### config.mk
export PLATFORM = sky130hd
export DESIGN_NAME = memory_size_probe_sequencer
export DESIGN_NICKNAME = d
export VERILOG_FILES = /design/src/rtl/msps_pkg.sv /design/src/rtl/msps_ctrl.sv /design/src/rtl/msps_dp.sv /design/src/rtl/memory_size_probe_sequencer.sv
export VERILOG_INCLUDE_DIRS = /design/src /design/src/rtl
export SDC_FILE = /design/constraint.sdc
export NUM_CORES = 1
export LEC_CHECK = 0
export ABC_AREA = 0
export CORE_MARGIN = 5
export CORE_UTILIZATION = 35
export CTS_CLUSTER_DIAMETER = 200
export DETAILED_ROUTE_END_ITERATION = 6
export DONT_BUFFER_PORTS = 1
export PLACE_DENSITY = 0.53
export REMOVE_ABC_BUFFERS = 1
export SLEW_MARGIN = 25
export SYNTH_ARGS = -nofsm -noshare
export SYNTH_HDL_FRONTEND = slang
export SYNTH_SLANG_ARGS = --single-unit
### constraint.sdc
create_clock -name clk -period 9.9 [get_ports clk]
set_clock_uncertainty 0.1 [all_clocks]
set_input_delay 1.98 -clock clk [delete_from_list [all_inputs] [get_ports clk]]
set_output_delay 1.98 -clock clk [all_outputs]
set_load 0.01 [all_outputs]
### src/rtl/memory_size_probe_sequencer_macros.svh
// Assertion macros shared by the memory size probe sequencer.
`ifndef MEMORY_SIZE_PROBE_SEQUENCER_MACROS_SVH
`define MEMORY_SIZE_PROBE_SEQUENCER_MACROS_SVH

// Same-cycle implication, checked at every rising edge outside reset.
`define MSPS_ASSERT_SAME(label, pre, post) \
  label: assert property (@(posedge clk) disable iff (rst) (pre) |-> (post)) \
    else $error("memory size probe sequencer: same-cycle check failed");

// Next-cycle implication, checked at every rising edge outside reset.
`define MSPS_ASSERT_NEXT(label, pre, post) \
  label: assert property (@(posedge clk) disable iff (rst) (pre) |=> (post)) \
    else $error("memory size probe sequencer: next-cycle check failed");

`endif

### src/rtl/msps_pkg.sv
// Types and constants shared by the memory size probe sequencer modules.
package msps_pkg;

  localparam logic [31:0] PATTERN     = 32'haa55aa55;
  localparam logic [31:0] PATTERN_INV = 32'h55aa55aa;

  // Input item kinds carried on tuser.
  localparam logic REQ_START    = 1'b0;
  localparam logic REQ_RESPONSE = 1'b1;

  // Configuration register indexes.
  localparam logic [1:0] CFG_RANGE_START   = 2'd0;
  localparam logic [1:0] CFG_RANGE_END     = 2'd1;
  localparam logic [1:0] CFG_PRESERVED_BASE = 2'd2;
  localparam logic [1:0] CFG_PRESERVED_LEN = 2'd3;

  // Probe phases: which read the block is waiting for.
  localparam logic [2:0] PH_IDLE = 3'd0;
  localparam logic [2:0] PH_SAVE = 3'd1;
  localparam logic [2:0] PH_INV1 = 3'd2;
  localparam logic [2:0] PH_CHK1 = 3'd3;
  localparam logic [2:0] PH_INV2 = 3'd4;
  localparam logic [2:0] PH_CHK2 = 3'd5;

  typedef enum logic [1:0] {
    OP_READ  = 2'd0,
    OP_WRITE = 2'd1,
    OP_DONE  = 2'd2
  } bus_op_t;

  typedef enum logic [1:0] {
    DSEL_ZERO    = 2'd0,
    DSEL_PATTERN = 2'd1,
    DSEL_INV     = 2'd2,
    DSEL_SAVED   = 2'd3
  } data_sel_t;

  typedef enum logic {
    ASEL_PROBE = 1'b0,
    ASEL_BASE  = 1'b1
  } addr_sel_t;

  typedef enum logic [3:0] {
    S_IDLE,
    S_SEARCH,
    S_SAVE,
    S_INV,
    S_RD_LAST,
    S_RESTORE_OK,
    S_RESTORE_BAD,
    S_FINISH
  } state_t;

  typedef struct packed {
    logic      latch_in;
    logic      start;
    logic      inc_phase;
    logic      set_phase1;
    logic      save_word;
    logic      skip;
    logic      advance;
    logic      fail;
    logic      finish;
    logic      emit;
    bus_op_t   op;
    data_sel_t dsel;
    addr_sel_t asel;
    logic      last;
  } cmd_t;

  typedef struct packed {
    logic       busy;
    logic [2:0] phase;
    logic       step_valid;
    logic       in_window;
    logic       skip_end;
    logic       adv_end;
    logic       in_pattern;
    logic       in_inverse;
    logic       out_free;
  } status_t;

endpackage

### src/rtl/msps_ctrl.sv
// Controller state machine that sequences the probe accesses.
module msps_ctrl (
  input  logic              clk,
  input  logic              rst,
  input  logic              s_tvalid,
  input  logic              s_tuser,
  output logic              s_tready,
  input  msps_pkg::status_t status,
  output msps_pkg::cmd_t    cmd
);
  import msps_pkg::*;

  state_t state;
  state_t state_next;

  always_ff @(posedge clk) begin
    if (rst) begin
      state <= S_IDLE;
    end else begin
      state <= state_next;
    end
  end

  always_comb begin
    state_next = state;
    cmd        = '0;
    s_tready   = 1'b0;
    case (state)
      S_IDLE: begin
        s_tready = 1'b1;
        if (s_tvalid) begin
          cmd.latch_in = 1'b1;
          if (s_tuser == REQ_START) begin
            if (!status.busy) begin
              cmd.start  = 1'b1;
              state_next = S_SEARCH;
            end
          end else if (status.busy) begin
            case (status.phase)
              PH_SAVE: begin
                cmd.inc_phase = 1'b1;
                state_next    = S_SAVE;
              end
              PH_INV1, PH_INV2: begin
                cmd.inc_phase = 1'b1;
                state_next    = S_INV;
              end
              PH_CHK1: begin
                cmd.inc_phase = 1'b1;
                state_next    = status.in_inverse ? S_RD_LAST : S_RESTORE_BAD;
              end
              PH_CHK2: begin
                cmd.inc_phase = 1'b1;
                state_next    = status.in_pattern ? S_RESTORE_OK : S_RESTORE_BAD;
              end
              default: begin
                state_next = S_IDLE;
              end
            endcase
          end
        end
      end
      S_SEARCH: begin
        // One candidate step per cycle; preserved steps are skipped in place.
        if (!status.step_valid) begin
          state_next = S_FINISH;
        end else if (status.in_window) begin
          cmd.skip   = 1'b1;
          state_next = status.skip_end ? S_FINISH : S_SEARCH;
        end else begin
          cmd.set_phase1 = 1'b1;
          state_next     = S_RD_LAST;
        end
      end
      S_SAVE: begin
        if (status.out_free) begin
          cmd.save_word = 1'b1;
          cmd.emit      = 1'b1;
          cmd.op        = OP_WRITE;
          cmd.dsel      = DSEL_PATTERN;
          state_next    = S_RD_LAST;
        end
      end
      S_INV: begin
        if (status.out_free) begin
          cmd.emit   = 1'b1;
          cmd.op     = OP_WRITE;
          cmd.dsel   = DSEL_INV;
          state_next = S_RD_LAST;
        end
      end
      S_RD_LAST: begin
        if (status.out_free) begin
          cmd.emit   = 1'b1;
          cmd.op     = OP_READ;
          cmd.last   = 1'b1;
          state_next = S_IDLE;
        end
      end
      S_RESTORE_OK: begin
        if (status.out_free) begin
          cmd.emit    = 1'b1;
          cmd.op      = OP_WRITE;
          cmd.dsel    = DSEL_SAVED;
          cmd.advance = 1'b1;
          state_next  = status.adv_end ? S_FINISH : S_SEARCH;
        end
      end
      S_RESTORE_BAD: begin
        if (status.out_free) begin
          cmd.emit   = 1'b1;
          cmd.op     = OP_WRITE;
          cmd.dsel   = DSEL_SAVED;
          cmd.fail   = 1'b1;
          state_next = S_SEARCH;
        end
      end
      S_FINISH: begin
        if (status.out_free) begin
          cmd.emit   = 1'b1;
          cmd.op     = OP_DONE;
          cmd.asel   = ASEL_BASE;
          cmd.last   = 1'b1;
          cmd.finish = 1'b1;
          state_next = S_IDLE;
        end
      end
      default: begin
        state_next = S_IDLE;
      end
    endcase
  end

endmodule

### src/rtl/msps_dp.sv
// Datapath: configuration, search registers, address arithmetic and output stage.
module msps_dp #(
  parameter int INITIAL_STEP_LOG2 = 30,
  parameter int MIN_STEP_LOG2     = 12,
  parameter int ADDR_WIDTH        = 32
) (
  input  logic              clk,
  input  logic              rst,
  input  logic [31:0]       s_tdata,
  output logic              m_tvalid,
  input  logic              m_tready,
  output logic [63:0]       m_tdata,
  output logic [1:0]        m_tuser,
  output logic              m_tlast,
  input  logic              cfg_valid,
  output logic              cfg_ready,
  input  logic [1:0]        cfg_index,
  input  logic [31:0]       cfg_data,
  input  msps_pkg::cmd_t    cmd,
  output msps_pkg::status_t status
);
  import msps_pkg::*;

  localparam int AW = ADDR_WIDTH;
  localparam logic [5:0] INIT_LG = 6'(INITIAL_STEP_LOG2);
  localparam logic [5:0] MIN_LG  = 6'(MIN_STEP_LOG2);

  logic [AW-1:0] range_start;
  logic [AW-1:0] range_end;
  logic [AW-1:0] preserved_base;
  logic [31:0]   preserved_length;

  logic          busy;
  logic [2:0]    phase;
  logic [AW-1:0] base;
  logic [AW-1:0] mark;
  logic [3:0]    step_index;
  logic [31:0]   saved_word;
  logic [31:0]   rdata;

  bus_op_t       out_op;
  logic [31:0]   out_addr;
  logic [31:0]   out_data;
  logic          out_last;

  logic [5:0]    dbl;
  logic [5:0]    lg;
  logic [AW:0]   step_wide;
  logic [AW-1:0] step;
  logic [AW-1:0] base_step;
  logic [AW-1:0] probe;
  logic [AW-1:0] win_off;
  logic          out_free;
  logic [31:0]   data_sel;

  assign cfg_ready = 1'b1;

  always_comb begin
    dbl       = {1'b0, step_index, 1'b0};
    lg        = INIT_LG - dbl;
    step_wide = (AW + 1)'(1) << lg[4:0];
    // A step as large as the address space wraps to zero.
    step      = step_wide[AW-1:0];
    base_step = base + step;
    probe     = base_step - AW'(4);
    win_off   = probe - preserved_base;
    out_free  = !m_tvalid || m_tready;

    status.busy       = busy;
    status.phase      = phase;
    status.step_valid = (dbl <= INIT_LG) && (lg >= MIN_LG);
    status.in_window  = (preserved_length != 32'd0) && (probe >= preserved_base) &&
                        (32'(win_off) < preserved_length);
    // Coming back to the base where this walk began means a full wrap.
    status.skip_end   = (base_step > range_end) || (base_step == mark);
    status.adv_end    = base_step > range_end;
    status.in_pattern = s_tdata == PATTERN;
    status.in_inverse = s_tdata == PATTERN_INV;
    status.out_free   = out_free;

    case (cmd.dsel)
      DSEL_PATTERN: data_sel = PATTERN;
      DSEL_INV:     data_sel = ~rdata;
      DSEL_SAVED:   data_sel = saved_word;
      default:      data_sel = 32'd0;
    endcase
  end

  always_ff @(posedge clk) begin
    if (rst) begin
      range_start      <= '0;
      range_end        <= '0;
      preserved_base   <= '0;
      preserved_length <= '0;
    end else if (cfg_valid) begin
      case (cfg_index)
        CFG_RANGE_START:    range_start      <= cfg_data[AW-1:0];
        CFG_RANGE_END:      range_end        <= cfg_data[AW-1:0];
        CFG_PRESERVED_BASE: preserved_base   <= cfg_data[AW-1:0];
        CFG_PRESERVED_LEN:  preserved_length <= cfg_data;
        default: ;
      endcase
    end
  end

  always_ff @(posedge clk) begin
    if (rst) begin
      busy       <= 1'b0;
      phase      <= PH_IDLE;
      base       <= '0;
      mark       <= '0;
      step_index <= '0;
      saved_word <= '0;
    end else begin
      if (cmd.start) begin
        busy       <= 1'b1;
        phase      <= PH_IDLE;
        base       <= range_start;
        mark       <= range_start;
        step_index <= '0;
      end
      if (cmd.inc_phase) begin
        phase <= phase + 3'd1;
      end
      if (cmd.set_phase1) begin
        phase <= PH_SAVE;
      end
      if (cmd.save_word) begin
        saved_word <= rdata;
      end
      if (cmd.skip) begin
        base <= base_step;
      end
      if (cmd.advance) begin
        base <= base_step;
        mark <= base_step;
      end
      if (cmd.fail) begin
        step_index <= step_index + 4'd1;
        mark       <= base;
      end
      if (cmd.finish) begin
        busy  <= 1'b0;
        phase <= PH_IDLE;
      end
    end
  end

  always_ff @(posedge clk) begin
    if (cmd.latch_in) begin
      rdata <= s_tdata;
    end
  end

  always_ff @(posedge clk) begin
    if (rst) begin
      m_tvalid <= 1'b0;
    end else if (cmd.emit) begin
      m_tvalid <= 1'b1;
    end else if (m_tready) begin
      m_tvalid <= 1'b0;
    end
  end

  always_ff @(posedge clk) begin
    if (cmd.emit) begin
      out_op   <= cmd.op;
      out_addr <= (cmd.asel == ASEL_BASE) ? 32'(base) : 32'(probe);
      out_data <= data_sel;
      out_last <= cmd.last;
    end
  end

  assign m_tdata = {out_data, out_addr};
  assign m_tuser = out_op;
  assign m_tlast = out_last;

endmodule

### src/rtl/memory_size_probe_sequencer.sv
// Top level of the memory size probe sequencer: controller, datapath and checks.
//
//  Channel   Direction  Handshake             Contents
//  s_*       in         s_tvalid / s_tready   start request or read response
//  m_*       out        m_tvalid / m_tready   bus request or search result
//  cfg_*     in         cfg_valid / cfg_ready register write by index
//
// An input is taken only in the idle state; a start then walks the search loop
// over the candidate steps before its results go out. A read response yields
// one or two results; one that ends a probe also walks the search loop after
// the restore write. Each result waits for the single output register to be free.
// Reset is synchronous: the control, search and configuration registers clear
// to zero and the block goes idle; read data and output payload are not reset.
`include "memory_size_probe_sequencer_macros.svh"

module memory_size_probe_sequencer #(
  parameter int INITIAL_STEP_LOG2 = 30,
  parameter int MIN_STEP_LOG2     = 12,
  parameter int ADDR_WIDTH        = 32
) (
  input  logic        clk,
  input  logic        rst,
  input  logic        s_tvalid,
  output logic        s_tready,
  input  logic [31:0] s_tdata,   // read_data
  input  logic        s_tuser,   // req_type
  output logic        m_tvalid,
  input  logic        m_tready,
  output logic [63:0] m_tdata,   // bus_address, write_data
  output logic [1:0]  m_tuser,   // bus_op
  output logic        m_tlast,   // final_item
  input  logic        cfg_valid,
  output logic        cfg_ready,
  input  logic [1:0]  cfg_index,
  input  logic [31:0] cfg_data
);
  import msps_pkg::*;

  cmd_t    cmd;
  status_t status;

  msps_ctrl u_ctrl (
    .clk      (clk),
    .rst      (rst),
    .s_tvalid (s_tvalid),
    .s_tuser  (s_tuser),
    .s_tready (s_tready),
    .status   (status),
    .cmd      (cmd)
  );

  msps_dp #(
    .INITIAL_STEP_LOG2 (INITIAL_STEP_LOG2),
    .MIN_STEP_LOG2     (MIN_STEP_LOG2),
    .ADDR_WIDTH        (ADDR_WIDTH)
  ) u_dp (
    .clk       (clk),
    .rst       (rst),
    .s_tdata   (s_tdata),
    .m_tvalid  (m_tvalid),
    .m_tready  (m_tready),
    .m_tdata   (m_tdata),
    .m_tuser   (m_tuser),
    .m_tlast   (m_tlast),
    .cfg_valid (cfg_valid),
    .cfg_ready (cfg_ready),
    .cfg_index (cfg_index),
    .cfg_data  (cfg_data),
    .cmd       (cmd),
    .status    (status)
  );

  `MSPS_ASSERT_SAME(a_emit_when_free, cmd.emit, status.out_free)
  `MSPS_ASSERT_SAME(a_read_is_last, m_tvalid && (m_tuser == OP_READ), m_tlast)
  `MSPS_ASSERT_SAME(a_data_zero, m_tvalid && (m_tuser != OP_WRITE), m_tdata[63:32] == 32'd0)
  `MSPS_ASSERT_NEXT(a_start_leaves_idle, s_tvalid && s_tready && (s_tuser == REQ_START) && !status.busy, !s_tready)

endmodule
==> out/results.txt, run 1 <==
Fin util -> 39.2%
Critical Path End Type -> flop
PwrDens -> 192 mW/mm²
Placed standard-cell area -> 0.0202 mm²
FFs w/ async S/R, synth -> 0%
Placer Congestion -> 0.926
Total Power -> 4.16 mW
Initial Util -> 35.4%
Die Y -> 246 µm
Synthesized area -> 0.0195 mm²
# IOs -> 142
Post-route design area -> 0.0216 mm²
Die width -> 246 µm
Largest net degree at the start of global routing -> 239
Final period util -> 93.1%
Pleak -> 7.87 nW
Slew HR -> 37.0%
GRT overflow -> 0
Cell chosen for the clock root -> clkbuf_16
Worst R2R Path Depth -> 33
Final setup margin -> 0.685 ns
VDD IR max -> 0.128 mV
HPWL Detailed -> 45,100 µm
Syn_area_per_cell -> 8.24 µm²
Vias/cell -> 5.44
Num rows -> 86
WL/cell -> 20.5 µm
Number of diodes -> 0
Fmax -> 0.109 GHz
Clk buf depth -> 3
CTS Sinks -> 335
Pre-CTS WS -> 0.194 ns
H-tree depth -> 2
TritonCTS clock tree -> yes
Final-report setup violation count -> 0
PortBufs -> 0
Crit Path Class -> reg -> reg
Worst Tran Pin Value -> 0.944 ns
Reg2reg setup slack -> 0.69 ns
Synth cell types -> 100
Initial antenna violation count -> 0
Remaining antenna violation count -> 0
R2R Path Start -> u_dp.step_index[1]$_SDFFE_PP0P_
Worst-path clk slew -> 0.06 ns
Yosys warning count -> 0
Fillers -> 5,561
Dominant synthesized flop cell -> dfxtp_1
Initial drt markers -> 1,324
Clock Latency Late Sink -> 0.56 ns
WHS Path Cells -> 2
Post-Syn Instances -> 2,372
Worst r2r dst -> u_dp.base[9]$_SDFFE_PP0P_
Startpoint types -> flop
CP Data Arrival Time -> 9.59 ns
First-pass GRT wire length -> 96,300 µm
CTS Buf Count -> 40
Post-layout minimum cycle time -> 9.21 ns
DR DRC count -> 0
Post-synth EDFFs -> 99
Post-synthesis sequential area ratio -> 39.4%
Slowest stage cell, crit path -> or4_1
Nets -> 2,508
Core area -> 0.0552 mm²
Crit-path max FO -> 47
Hold Path End -> u_dp.preserved_base[12]$_SDFFE_PP0P_
Total track usage -> 20.1%
Fin Hold WS -> 0.353 ns
Hold WC Path Type -> reg -> reg
Worst Path Required -> 10.27 ns
Final Max Tran Viols -> 0
Synth Register Bits -> 335
Die area -> 0.0607 mm²
Final Hold Vio Count -> 0
Hold buffers post-CTS -> 0
Final WL -> 63,300 µm
Vias in the first global route -> 16,100
Hold Path Origin -> u_dp.preserved_base[12]$_SDFFE_PP0P_
Max Cap Viol -> 0
Area growth from synthesis to layout -> 10.7%
Most used cell, CP -> ha_1
Share of cells above drive strength 1 -> 8.02%
Outcome -> finished, final reports clean
Total number of vias -> 16,800
Pre-antenna DRT Iters -> 6
Crit path largest cell delay -> 0.59 ns
[cell usage after synthesis, drive strengths merged, types with 5 or more instances]
library cell  number  area, µm²
o221ai            22        193
nor2b             16        100
a31oi             34        225
edfxtp            99       2970
nand2            474       1780
mux2               7       78.8
nor2             201        754
a21o              37        278
inv              143        537
o211ai            25        188
o21ai             78        390
o311ai             7       68.8
or3b               5       43.8
nor4              22        171
or3               16        100
and4              10       90.1
nor4bb            16        160
and2              19        119
o22ai              6       37.5
xnor2             76        673
o21a               6       45.0
buf               12       57.6
a311oi            11        120
nand3             28        140
a211oi            16        138
xor2              50        490
o31ai              8       75.1
nand2b            12       75.1
ha               121       1510
a31o              12        105
a221oi            21        184
and3              14       87.6
a21oi            240       1230
nor3              33        165
clkbuf           127        477
nor3b              6       56.3
nand4             38        253
dfxtp            236       4720
or2                5       31.3
a2111oi            5       43.8
[where the power goes]
group          internal (mW)  leakage (nW)  switching, mW  total, mW
clock                  0.860         0.641          0.622       1.48
sequential              1.49          2.82         0.0542       1.55
combinational          0.454          4.40          0.682       1.14
[flip-flops by register name (all words and copies together), names as in the netlist]
name,count
u_dp.out_addr,32
u_dp.out_data,32
u_dp.m_tlast,1
u_dp.rdata,32
u_dp.saved_word,32
u_dp.phase,3
u_dp.preserved_length,32
u_dp.base,32
u_dp.m_tvalid,1
u_dp.preserved_base,32
u_ctrl.state,3
u_dp.step_index,4
u_dp.range_start,32
u_dp.range_end,32
u_dp.mark,32
u_dp.busy,1
u_dp.m_tuser,2
[worst max-delay path, delay by kind of cell (launching register included)]
kind            cells  cell delay (ns)
simple gates       12             3.19
compound gates     12             3.08
fa+ha+maj           5             1.56
xor+xnor            3             0.55
flops               1             0.38
buf+inv             1             0.30
[stage by stage]
stage	setup TNS, ns	cells
2_1_floorplan	0	2233
3_3_place_gp	0	3015
3_5_place_dp	0	3015
4_1_cts	0	3088
5_1_grt	-0.0241	3093
6_report	0	3093
[kinds of logic (layout without fill, tap and decap cells)]
group | after synthesis | after routing | share of synthesized area, %
AOI/OAI and AO/OA | 565 | 565 | 18.7
xor gates and xnor gates | 128 | 128 | 6.19
adders and majority gates | 124 | 124 | 7.96
buffers and inverters | 284 | 257 | 5.52
DFF | 335 | 335 | 39.4
muxes | 8 | 8 | 0.455
other | 1 | 1 | 0.0192
and+or+nand+nor | 927 | 927 | 21.7
[how the worst max path moves through the flow]
stage / from / endpoint / slack, ns / depth (start not counted)
floorplan: u_dp.step_index[0]$_SDFFE_PP0P_ / u_dp.base[0]$_SDFFE_PP0P_ / 1.45 / 38
global placement: u_dp.step_index[2]$_SDFFE_PP0P_ / u_dp.base[6]$_SDFFE_PP0P_ / 0.53 / 33
detailed placement: u_dp.step_index[2]$_SDFFE_PP0P_ / u_dp.base[9]$_SDFFE_PP0P_ / 0.19 / 33
CTS: u_dp.step_index[2]$_SDFFE_PP0P_ / u_dp.base[9]$_SDFFE_PP0P_ / 0.19 / 33
global route: u_dp.step_index[1]$_SDFFE_PP0P_ / u_dp.base[9]$_SDFFE_PP0P_ / -0.02 / 38
finish: u_dp.step_index[1]$_SDFFE_PP0P_ / u_dp.base[9]$_SDFFE_PP0P_ / 0.69 / 33
[cells in the final DEF, fill, tap and decap left out, drive strengths merged, types with 38 or more instances in the layout]
cell,instances
buf,39
nor2,201
o21ai,78
inv,145
clkbuf,50
dfxtp,236
a21oi,240
edfxtp,99
nand2,474
xor2,50
ha,121
nand4,38
xnor2,76
[final cells by class]
cell class,count,area [µm²],share of cell area [%]
multi-input cells,1753,10900,50.3
clock inverters,23,204,0.942
clock buffers,50,1090,5.03
inverters,145,544,2.52
well taps,748,936,4.32
repair buffers,39,293,1.35
flip-flops and latches,335,7700,35.6
[what timing repair did]
action | CTS | global route
endpoints found under the setup margin | 0 | 34
endpoints found under the hold margin | 0 | 0
setup buffers | 0 | 5
resized for setup | 0 | 12
[routing by layer]
layer	GRT usage [%]	wire length [µm]	up-vias
met1	27.2	28700	8138
met3	3.43	3020	80
met2	33.8	30300	427
met4	4.63	1340	0
met5	0	0	-
li1	-	-	8181
Note: power is estimated with default switching activity, not from simulation.
==> inputs of run 2 (changes only) <==
PLACE_DENSITY = 0.55   (was 0.53)
clock period = 8 ns   (was 9.9 ns; I/O delays follow)
==> out/results.txt, run 2 (same netlist as run 1, synthesis figures left out) <==
Worst-path clk slew -> 0.06 ns
Slowest stage cell, crit path -> or4_4
HPWL Detailed -> 47,000 µm
Die area -> 0.0607 mm²
TritonCTS clock tree -> yes
Final WL -> 65,300 µm
Non-filler instance count after layout -> 3,341
# IOs -> 142
Pre-antenna DRT Iters -> 5
DR DRC count -> 0
RSZ-0062 raised after global routing -> yes
Final setup margin -> 0.0680 ns
CTS Buf Count -> 41
Share of cells above drive strength 1 -> 19.6%
PwrDens -> 233 mW/mm²
Nets -> 2,755
Pleak -> 9.23 nW
Startpoint types -> flop
PortBufs -> 0
Total track usage -> 20.7%
Placed Cells -> 3,243
Die Y -> 246 µm
VDD IR max -> 0.150 mV
Final Hold Vio Count -> 0
Num rows -> 86
Worst Tran Pin Value -> 1.27 ns
Fin util -> 43.6%
Outcome -> finished, final reports clean
Final period util -> 99.2%
Pre-CTS WS -> -0.411 ns
Clock Latency Late Sink -> 0.57 ns
Most common cell after layout, fill and taps aside -> nand2_1
Die width -> 246 µm
Crit Path Class -> reg -> reg
Largest net degree at the start of global routing -> 239
Hold Path Origin -> u_dp.saved_word[25]$_SDFFE_PP0P_
Fin Hold WS -> 0.353 ns
R2R Path Start -> u_dp.step_index[0]$_SDFFE_PP0P_
Crit path largest cell delay -> 0.57 ns
Initial Util -> 35.4%
Critical Path End Type -> flop
Post-layout minimum cycle time -> 7.93 ns
Area growth from synthesis to layout -> 23.2%
Core area -> 0.0552 mm²
WL/cell -> 19.5 µm
CP Data Arrival Time -> 8.27 ns
Final-report setup violation count -> 0
Number of diodes -> 0
Initial antenna violation count -> 0
Fmax -> 0.126 GHz
Placer Congestion -> 0.929
Worst Setup SP -> u_dp.step_index[0]$_SDFFE_PP0P_
Clk buf depth -> 3
Vias/cell -> 5.32
Worst Path Required -> 8.34 ns
Remaining antenna violation count -> 0
Final Max Tran Viols -> 0
Hold WC Path Type -> reg -> reg
H-tree depth -> 2
Crit-path max FO -> 19
Most frequent cells in the layout -> 472 x nand2_1, 273 x buf_4, 233 x dfxtp_1, 230 x a21oi_1, 193 x nor2_1
Slew HR -> 13.1%
GRT overflow -> 0
Total number of vias -> 17,800
Hold buffers post-CTS -> 0
CTS Sinks -> 335
Reg2reg setup slack -> 0.07 ns
Max Cap Viol -> 0
Initial drt markers -> 1,400
Cell chosen for the clock root -> clkbuf_16
Vias in the first global route -> 17,100
First-pass GRT wire length -> 99,400 µm
## run 2: cell count changes in the layout (fill, tap and decap cells not counted), moves of 7 or more
cell	delta
ha_1	-14
buf_4	+234
a21oi_2	+7
ha_4	+7
ha_2	+7
a21oi_1	-7
## run 2: path summary, 6_finish.rpt
check | to | cells after the start
setup / recovery | u_dp.base[11]$_SDFFE_PP0P_ | 37
hold / removal | u_dp.saved_word[25]$_SDFFE_PP0P_ | 2
setup reg to reg | u_dp.base[11]$_SDFFE_PP0P_ | 37
hold reg to reg | u_dp.saved_word[25]$_SDFFE_PP0P_ | 2
## run 2: metal layers
| metal | share of wire, % | routed length (µm) | track usage [%] | vias to the layer above |
|---|---|---|---|---|
| met1 | 44 | 29000 | 27.7 | 8573 |
| met4 | 2.4 | 1590 | 5.73 | 0 |
| met3 | 4.8 | 3110 | 2.90 | 83 |
| li1 | - | - | - | 8689 |
| met2 | 48 | 31600 | 35.2 | 419 |
| met5 | 0 | 0 | 0 | - |
## run 2: final cells by class
class / count / area (µm²)
tap: 748 / 936
inverter: 145 / 548
clock inverter: 19 / 136
timing repair buffer: 285 / 2220
multi-input combinational: 1753 / 11400
clock buffer: 56 / 1160
fill: 5435 / 31100
sequential: 335 / 7700
## run 2: through the flow
step / area [µm²] / setup TNS [ns] / power [mW]
finish: 24100 / 0 / 5.61
global route: 24100 / -5.55 / 5.92
CTS: 23700 / 0 / 5.57
detailed placement: 22000 / -10.83 / 3.64
global placement: 22000 / -6.51 / 3.61
floorplan: 19000 / -11.35 / 2.93
## run 2: worst max-delay path, delay by kind of cell (launching register included)
kind            cells  cell delay, ns
flops               1            0.37
xor+xnor            3            0.50
compound gates     14            2.93
buf+inv             5            0.76
simple gates        9            1.89
fa+ha+maj           6            1.22
## run 2: repair_timing
action / 4_1_cts / 5_1_grt
setup buffers: 12 / 9
pin swaps: 43 / 50
gates resized for setup: 57 / 66
cloned: 1 / 0
endpoints found under the setup margin: 35 / 38
endpoints found under the hold margin: 0 / 0
## run 2: power breakdown
part	internal [mW]	switching [mW]	total, mW
Sequential	1.85	0.0670	1.91
Combinational	0.898	0.969	1.87
Clock	1.05	0.770	1.82
Total	3.80	1.81	5.61
==> inputs of run 3 (changes only) <==
CORE_MARGIN = default   (was 5)
==> out/results.txt, run 3 (same netlist as run 1, synthesis figures left out) <==
Die Y -> 238 µm
Most common cell after layout, fill and taps aside -> nand2_1
Total track usage -> 22.0%
Total Power -> 5.74 mW
Placer Congestion -> 0.918
Share of cells above drive strength 1 -> 20.3%
H-tree depth -> 2
GRT busiest layer -> met2
First-pass GRT wire length -> 97,500 µm
Final-report setup violation count -> 0
Post-route design area -> 0.0244 mm²
Worst Tran Pin Value -> 0.980 ns
TritonCTS clock tree -> yes
Crit path largest cell delay -> 0.52 ns
Final Hold Vio Count -> 0
WL/cell -> 19.2 µm
Initial Util -> 35.5%
Fmax -> 0.128 GHz
Number of diodes -> 0
Final period util -> 97.8%
Die area -> 0.0568 mm²
VDD IR max -> 0.141 mV
Clk buf depth -> 3
Final WL -> 64,100 µm
Worst Path Required -> 8.32 ns
Core area -> 0.0551 mm²
Met1 usage -> 29.6%
Hold buffers post-CTS -> 0
Critical path buffer and inverter count -> 6
Remaining antenna violation count -> 0
Hold WC Path Type -> reg -> reg
Num rows -> 86
Delay-heaviest family, CP -> compound AO/OA/AOI/OAI gates
Worst-path clk slew -> 0.06 ns
Nets -> 2,758
Post-layout minimum cycle time -> 7.83 ns
Critical Path End Type -> flop
Pre-antenna DRT Iters -> 6
M3 GR Usage -> 3.15%
Area growth from synthesis to layout -> 24.8%
PwrDens -> 235 mW/mm²
Fillers -> 5,485
Pleak -> 9.36 nW
CTS Buf Count -> 41
Slowest stage cell, crit path -> or4_4
Cell chosen for the clock root -> clkbuf_16
Largest net degree at the start of global routing -> 239
Most frequent cells in the layout -> 471 x nand2_1, 276 x buf_4, 233 x dfxtp_1, 228 x a21oi_1, 192 x nor2_1
Vias in the first global route -> 16,900
Initial antenna violation count -> 0
GRT overflow -> 0
Placed standard-cell area -> 0.0220 mm²
Crit-path max FO -> 5
Initial drt markers -> 1,226
Die width -> 238 µm
Total number of vias -> 17,800
RSZ-0062 raised after global routing -> yes
DR DRC count -> 0
Clock Latency Late Sink -> 0.57 ns
CTS Sinks -> 335
Outcome -> finished, final reports clean
Vias/cell -> 5.31
Slew HR -> 34.5%
Startpoint types -> flop
Crit Path Class -> reg -> reg
HPWL Detailed -> 46,000 µm
PortBufs -> 0
Final Max Tran Viols -> 0
Max Cap Viol -> 0
# IOs -> 142
Met2 usage -> 35.8%
CP Data Arrival Time -> 8.14 ns
run 3: changes by cell type in the layout (fill, tap and decap cells not counted), moves of 4 or more:
cell	change
bufinv_16	+4
xnor2_1	-4
a221oi_2	+4
xnor2_2	+4
a221oi_1	-10
ha_4	+4
ha_2	-5
a221oi_4	+6
run 3: stage by stage:
step | instances | util [%] | hold slack, ns | setup WS [ns] | TNS [ns]
after floorplan | 2233 | - | 0.330 | -0.454 | -11.35
after global placement | 3245 | 39.9 | 0.342 | -0.329 | -8.19
after detailed placement | 3245 | 39.9 | 0.347 | -0.438 | -11.25
after CTS | 3329 | 43.1 | 0.355 | -0.00306 | -0.00424
after global routing | 3344 | 44.3 | 0.370 | -0.159 | -2.98
final | 3344 | 44.3 | 0.354 | 0.174 | 0
run 3: worst min-delay path, cell delays in order (launching register included):
cell and delay, ns:
dfxtp_1 0.31, nand2_1 0.05, a21oi_1 0.05
run 3: worst paths after layout:
check	end	from	slack [ns]	cells past startpoint
worst min-delay path	u_dp.range_end[20]$_SDFFE_PP0P_	u_dp.range_end[20]$_SDFFE_PP0P_	0.35	2
worst max-delay path	u_dp.base[17]$_SDFFE_PP0P_	u_dp.step_index[1]$_SDFFE_PP0P_	0.17	36
worst max register to register	u_dp.base[17]$_SDFFE_PP0P_	u_dp.step_index[1]$_SDFFE_PP0P_	0.17	36
worst min register to register	u_dp.range_end[20]$_SDFFE_PP0P_	u_dp.range_end[20]$_SDFFE_PP0P_	0.35	2
run 3: routing by layer:
| layer | part of all wire [%] | up-vias |
|---|---|---|
| met5 | 0 | - |
| li1 | - | 8692 |
| met4 | 3.4 | 0 |
| met1 | 45 | 8542 |
| met3 | 4.3 | 103 |
| met2 | 47 | 423 |
run 3: where the power goes:
group | total, mW | leakage (nW) | switching (mW) | internal [mW]
Combinational | 1.88 | 5.86 | 0.974 | 0.903
Sequential | 1.91 | 2.83 | 0.0668 | 1.85
Clock | 1.95 | 0.676 | 0.776 | 1.17
run 3: cell type report:
cell class	instances	area [µm²]	share of cell area [%]
Tap cell	748	936	3.84
Multi-Input combinational cell	1753	11600	47.4
Sequential cell	335	7700	31.6
Timing Repair Buffer	288	2230	9.16
Inverter	145	548	2.25
Clock inverter	21	258	1.06
Clock buffer	54	1140	4.67
run 3: timing repair:
action                                  4_1_cts  5_1_grt
hold endpoints to repair                      0        0
gates resized for setup                      52      102
pin swaps                                    30       74
endpoints found under the setup margin       34       38
buffers inserted                              9       14
